### config.mk
export PLATFORM = sky130hd
export DESIGN_NAME = gsec_log2
export DESIGN_NICKNAME = d
export VERILOG_FILES = /design/src/hdl/gsec_pkg.sv /design/src/hdl/gsec_log2.sv
export SDC_FILE = /design/constraint.sdc
export NUM_CORES = 1
export LEC_CHECK = 0
export ABC_AREA = 1
export BUFFER_PORTS_ARGS = -buffer_cell sky130_fd_sc_hd__buf_2
export CORE_ASPECT_RATIO = 1.1
export CORE_MARGIN = 8
export CORE_UTILIZATION = 35
export DETAILED_ROUTE_END_ITERATION = 8
export SLEW_MARGIN = 40
export SYNTH_ARGS = -nofsm -noshare
export SYNTH_HDL_FRONTEND = slang
export SYNTH_SLANG_ARGS = --single-unit
### constraint.sdc
create_clock -name vclk -period 23.5
set_input_delay 5.875 -clock vclk [all_inputs]
set_output_delay 5.875 -clock vclk [all_outputs]
set_load 0.005 [all_outputs]
### src/hdl/gsec_pkg.sv
`timescale 1ns / 1ps
// Shared types, coefficient tables and table builders for the gas sensor compensation.
// No dependencies.
package gsec_pkg;

    localparam logic [3:0] MODEL_NONE  = 4'd0;
    localparam logic [3:0] MODEL_GROUP = 4'd1;
    localparam logic [3:0] MODEL_S2    = 4'd2;
    localparam logic [3:0] MODEL_S3    = 4'd3;
    localparam logic [3:0] MODEL_S4    = 4'd4;
    localparam logic [3:0] MODEL_S5    = 4'd5;
    localparam logic [3:0] MODEL_S6    = 4'd6;
    localparam logic [3:0] MODEL_S7    = 4'd7;
    localparam logic [3:0] MODEL_ALC   = 4'd8;
    localparam logic [3:0] MODEL_OZONE = 4'd9;
    localparam logic [3:0] MODEL_FIRST = MODEL_GROUP;
    localparam logic [3:0] MODEL_LAST  = MODEL_OZONE;

    localparam int LOG_BITS_MAX = 10;

    localparam logic signed [15:0] T_MIN  = -16'sd2560;
    localparam logic signed [15:0] T_MAX  = 16'sd12800;
    localparam logic signed [16:0] T_OFF1 = 17'sd6400;
    localparam logic signed [16:0] T_OFF2 = 17'sd3840;
    localparam logic [22:0]        T_RND1 = 23'd7;
    localparam logic [22:0]        T_RND2 = 23'd2;
    localparam logic [24:0]        T_RCP1 = 25'd8947849;
    localparam logic [24:0]        T_RCP2 = 25'd26843546;
    localparam logic [14:0]        H_MAX  = 15'd21760;

    typedef struct packed {
        logic        tmap2;
        logic [14:0] h_lo;
        logic [14:0] split;
    } t_model;

    typedef struct packed {
        logic [14:0]        lo;
        logic [14:0]        hi;
        logic signed [15:0] a0;
        logic signed [15:0] a1;
        logic signed [15:0] b0;
        logic signed [15:0] b1;
        logic [15:0]        div;
        logic [18:0]        recip;
        logic [15:0]        off;
    } t_seg;

    function automatic t_model f_model(input logic [3:0] m);
        t_model r;
        case (m)
            MODEL_OZONE: r = '{tmap2: 1'b1, h_lo: 15'd8448, split: 15'd15360};
            MODEL_ALC:   r = '{tmap2: 1'b1, h_lo: 15'd7680, split: 15'd21760};
            default:     r = '{tmap2: 1'b0, h_lo: 15'd7680, split: 15'd21760};
        endcase
        return r;
    endfunction

    // wide span 33..85 %RH
    function automatic t_seg f_wide(input int a0, input int a1, input int b0, input int b1);
        return '{lo: 15'd8448, hi: 15'd21760, a0: 16'(a0), a1: 16'(a1), b0: 16'(b0),
                 b1: 16'(b1), div: 16'd32500, recip: 19'd132152, off: 16'd16250};
    endfunction

    function automatic t_seg f_seg(input logic [3:0] m, input logic upper);
        t_seg r;
        case (m)
            MODEL_GROUP: r = f_wide(16867, 15291, -4263, -4220);
            MODEL_S2:    r = f_wide(12767, 11013, -2204, -2482);
            MODEL_S3:    r = f_wide(13645, 11315, -2977, -2874);
            MODEL_S4:    r = f_wide(13128, 11252, -2428, -2496);
            MODEL_S5:    r = f_wide(14296, 11733, -3238, -2842);
            MODEL_S6:    r = f_wide(11474, 10783, -1958, -1824);
            MODEL_S7:    r = f_wide(14292, 11735, -3206, -2801);
            MODEL_ALC:   r = f_wide(16671, 14112, -2467, -2257);
            MODEL_OZONE: begin
                if (upper) begin
                    r = '{lo: 15'd15360, hi: 15'd21760, a0: 16'sd15885, a1: 16'sd13842,
                          b0: -16'sd2271, b1: -16'sd2282, div: 16'd15625,
                          recip: 19'd274877, off: 16'd7812};
                end else begin
                    r = '{lo: 15'd7680, hi: 15'd15360, a0: 16'sd18760, a1: 16'sd15885,
                          b0: -16'sd2284, b1: -16'sd2271, div: 16'd18750,
                          recip: 19'd229064, off: 16'd9375};
                end
            end
            default:     r = f_wide(16867, 15291, -4263, -4220);
        endcase
        return r;
    endfunction

    function automatic logic [63:0] f_isqrt(input logic [63:0] v_in);
        logic [63:0] v;
        logic [63:0] r;
        logic [63:0] b;
        v = v_in;
        r = '0;
        b = 64'd1 << 62;
        for (int i = 0; i < 32; i++) begin
            if (b > v) b = b >> 2;
        end
        for (int i = 0; i < 32; i++) begin
            if (b != 0) begin
                if (v >= r + b) begin
                    v = v - (r + b);
                    r = (r >> 1) + b;
                end else begin
                    r = r >> 1;
                end
                b = b >> 2;
            end
        end
        return r;
    endfunction

    function automatic logic [16:0] f_log_entry(input int lbits, input int k);
        logic [63:0] x;
        logic [16:0] res;
        x = (64'd1 << 30) + (64'(k) << (30 - lbits));
        res = '0;
        for (int i = 1; i <= 16; i++) begin
            x = (x * x) >> 30;
            if (x >= (64'd1 << 31)) begin
                x = x >> 1;
                res = res | (17'd1 << (16 - i));
            end
        end
        if (k == (1 << lbits)) res = 17'd1 << 16;
        return res;
    endfunction

    function automatic logic [31:0] f_exp_entry(input int lbits, input int k);
        logic [63:0] root [LOG_BITS_MAX + 1];
        logic [63:0] v;
        root[0] = 64'd1 << 31;
        for (int i = 1; i <= LOG_BITS_MAX; i++) begin
            root[i] = (i <= lbits) ? f_isqrt(root[i - 1] << 30) : 64'd0;
        end
        v = 64'd1 << 30;
        for (int i = 1; i <= lbits; i++) begin
            if (((k >> (lbits - i)) & 1) != 0) v = (v * root[i]) >> 30;
        end
        if (k == (1 << lbits)) v = 64'd1 << 31;
        return v[31:0];
    endfunction

endpackage

### src/hdl/gsec_log2.sv
`timescale 1ns / 1ps
// log2 of a Q16 value in [1, 16): leading one plus interpolated table, Q16 result.
// Depends on gsec_pkg.
module gsec_log2 import gsec_pkg::*; #(
    parameter int LOG_TABLE_BITS = 6
) (
    input  logic [19:0] i_t,
    output logic [17:0] o_lg
);
    localparam int N  = 1 << LOG_TABLE_BITS;
    localparam int RW = 30 - LOG_TABLE_BITS;

    logic [16:0]               w_tab [N + 1];
    logic [1:0]                w_ip;
    logic [33:0]               w_m;
    logic [LOG_TABLE_BITS-1:0] w_idx;
    logic [LOG_TABLE_BITS:0]   w_i0;
    logic [LOG_TABLE_BITS:0]   w_i1;
    logic [RW-1:0]             w_rem;
    logic [16:0]               w_lo;
    logic [16:0]               w_hi;
    logic [RW+16:0]            w_prod;

    for (genvar k = 0; k <= N; k++) begin : g_tab
        assign w_tab[k] = f_log_entry(LOG_TABLE_BITS, k);
    end

    always_comb begin
        w_ip   = i_t[19] ? 2'd3 : (i_t[18] ? 2'd2 : (i_t[17] ? 2'd1 : 2'd0));
        w_m    = {i_t, 14'b0} >> w_ip;
        w_idx  = w_m[29 -: LOG_TABLE_BITS];
        w_rem  = w_m[RW-1:0];
        w_i0   = {1'b0, w_idx};
        w_i1   = w_i0 + 1'b1;
        w_lo   = w_tab[w_i0];
        w_hi   = w_tab[w_i1];
        w_prod = (w_hi - w_lo) * w_rem;
        o_lg   = {w_ip, 16'b0} + 18'(w_lo) + 18'(w_prod >> RW);
    end
endmodule

==> flow_summary.yaml <==
die:
  start_util_pct: 35.2
  io_pins: 38
  core_area_um2: 36900
  die_x_um: 200
  die-area_um2: 43600
  row_count: 74
  die_y_um: 218
job:
  cap_violations: 0
yosys:
  synthesis.area_um2: 13000
  yosysTopAreaCell: "fa_1"
  synth_warnings: 0
  synth_most_common_cell: "nand2_1"
  post_synth_num_cell_types: 44
  synth_top_area_share_pct: 28.9
  syn_inst: 1978
  syn-mean-instance-area_um2: 6.58
  synth.top_cells.by_area: "fa_1 29%, ha_1 15%, nand2_1 14%, inv_1 10%, nand3_1 6.3%"
  syn_nets: 2339
  synthTopCellsByCount: "470 x nand2_1, 352 x inv_1, 217 x nor2_1"
  seq_area_frac_synth_pct: 0
routing:
  wl_met2_mm: 22.9
  first_pass_iters: 6
  ant_nets: 0
  wl_met3_mm: 2.84
  wire_per_inst_um: 19.3
  routed.top_layer: "met4"
  met1Wirelength_mm: 18.9
  via_per_inst: 5.42
  num_vias: 13479
  drt_iter0_drc: 1239
  routed_wl_mm: 47.9
  drc: 0
setup_path:
  crit_path_top_delay_cell: "fa_1"
  critical_path_required_ps: 17620
  cp.arrival_ps: 16990
  critPathMaxFanout: 31
  path_class: "primary input to primary output"
  cpPeakStageDelay_ps: 570
  path_buf_inv: 11
  critPathTopFamily: "adder cells"
  worstSetupStartpointType: "primary input"
  worstSetupEndpointType: "primary output"
placement:
  placed_area_um2: 13800
  dp_hpwl_mm: 40.0
  placedCellCount: 2488
  port_buffers: 38
  place_congestion: 0.969
global_route:
  antenna_found_initial: 2
  grt_pass1_vias: 13649
  grt_max_degree: 32
  grt_pass1_wl_mm: 75.2
  grt_overflow: 0
  grtUsageTotal_pct: 22.0
timing:
  timing_worst_slew_pin_value_ps: 896
  setup-violations-final: 0
  period_needed_ps: 22860
  fin_setup_tns_ps: 0
  period_share_pct: 97.3
  max_freq_mhz: 43.7
  drv_slew: 0
  max_slew_margin_pct: 40.2
  hold_viol: 0
  rsz0062_at_grt: "false"
run_status:
  outcome: "complete, no violations"
final_layout:
  drive_above_1_share_pct: 7.57
  final_util_pct: 37.4
  nNetsFinal: 2357
  finalInstanceArea_um2: 13800
  seq_cells: 0
  fin_cells: 2489
  seq_area_um2: 0
  nClkBuffers: 0
  area_growth_syn_to_layout_pct: 6.11
clocking:
  cts_resized: 0
  hold_buffers: 0
  post-cts-setup-buffer-count: 0
min_path:
  min-delay-path-class: "primary input to primary output"
[worst min-delay path: cells and delay by family]
kind / cells / cell delay, ps
xor gates and xnor gates: 1 / 90
buffers and inverters: 4 / 610
and+or+nand+nor: 1 / 70
[cell usage in the layout (no fill, tap or decap), types with 4 or more instances in the layout]
cell type,Yosys,layout
nand3b_1,4,4
nand3_2,5,5
o21bai_1,7,7
clkinv_1,9,7
inv_2,13,13
nand2_1,470,468
nor3_1,12,12
inv_1,352,352
a31oi_1,6,6
o21ai_2,5,5
xnor2_1,11,11
a21oi_1,80,80
buf_2,18,38
nand2_2,8,10
o211ai_1,7,7
nand3_1,164,164
or2_2,24,24
ha_1,153,152
nor2_1,217,216
o21ai_0,82,80
nand2_4,6,6
nand4_1,15,15
xor2_1,27,27
o21a_1,7,7
o22ai_1,5,5
nor2_2,6,6
a21o_1,8,8
o21ai_1,9,11
buf_4,8,38
o221ai_1,5,5
fa_1,188,188
[cell type report]
cell class | instances | area (µm²)
multi-input combinational | 1544 | 11300
antenna | 1 | 2.50
tap | 494 | 618
timing repair buffer | 76 | 475
fill | 4000 | 23100
inverter | 374 | 1410
[routing by layer]
layer | GRT usage [%] | vias up
met2 | 37.9 | 621
li1 | - | 6201
met1 | 26.8 | 6511
met4 | 12.1 | 0
met5 | 0 | -
met3 | 1.94 | 146
[kinds of logic after synthesis]
family | count (synthesis) | synth area share, %
AND/OR/NAND/NOR | 934 | 30.4
buffers and inverters | 434 | 13.3
adder cells (fa/ha/maj) | 341 | 43.6
AO/OA/AOI/OAI | 231 | 10.1
XOR/XNOR | 38 | 2.56
[stage by stage]
step                hold WS, ps  setup slack, ps
finish                    12520              637
global route              12570             7.07
CTS                       12550              180
detailed placement        12550              211
global placement          12550              156
floorplan                 12380             1660
[worst paths after layout]
path	startpoint	end	slack, ps	depth (start not counted)
setup / recovery	i_t[19]	o_lg[14]	640	49
hold / removal	i_t[19]	o_lg[17]	12520	6
Power is left out: the tool's default activity adds up to more than one toggle a clock period on the data nets, which glitch-free logic cannot reach.
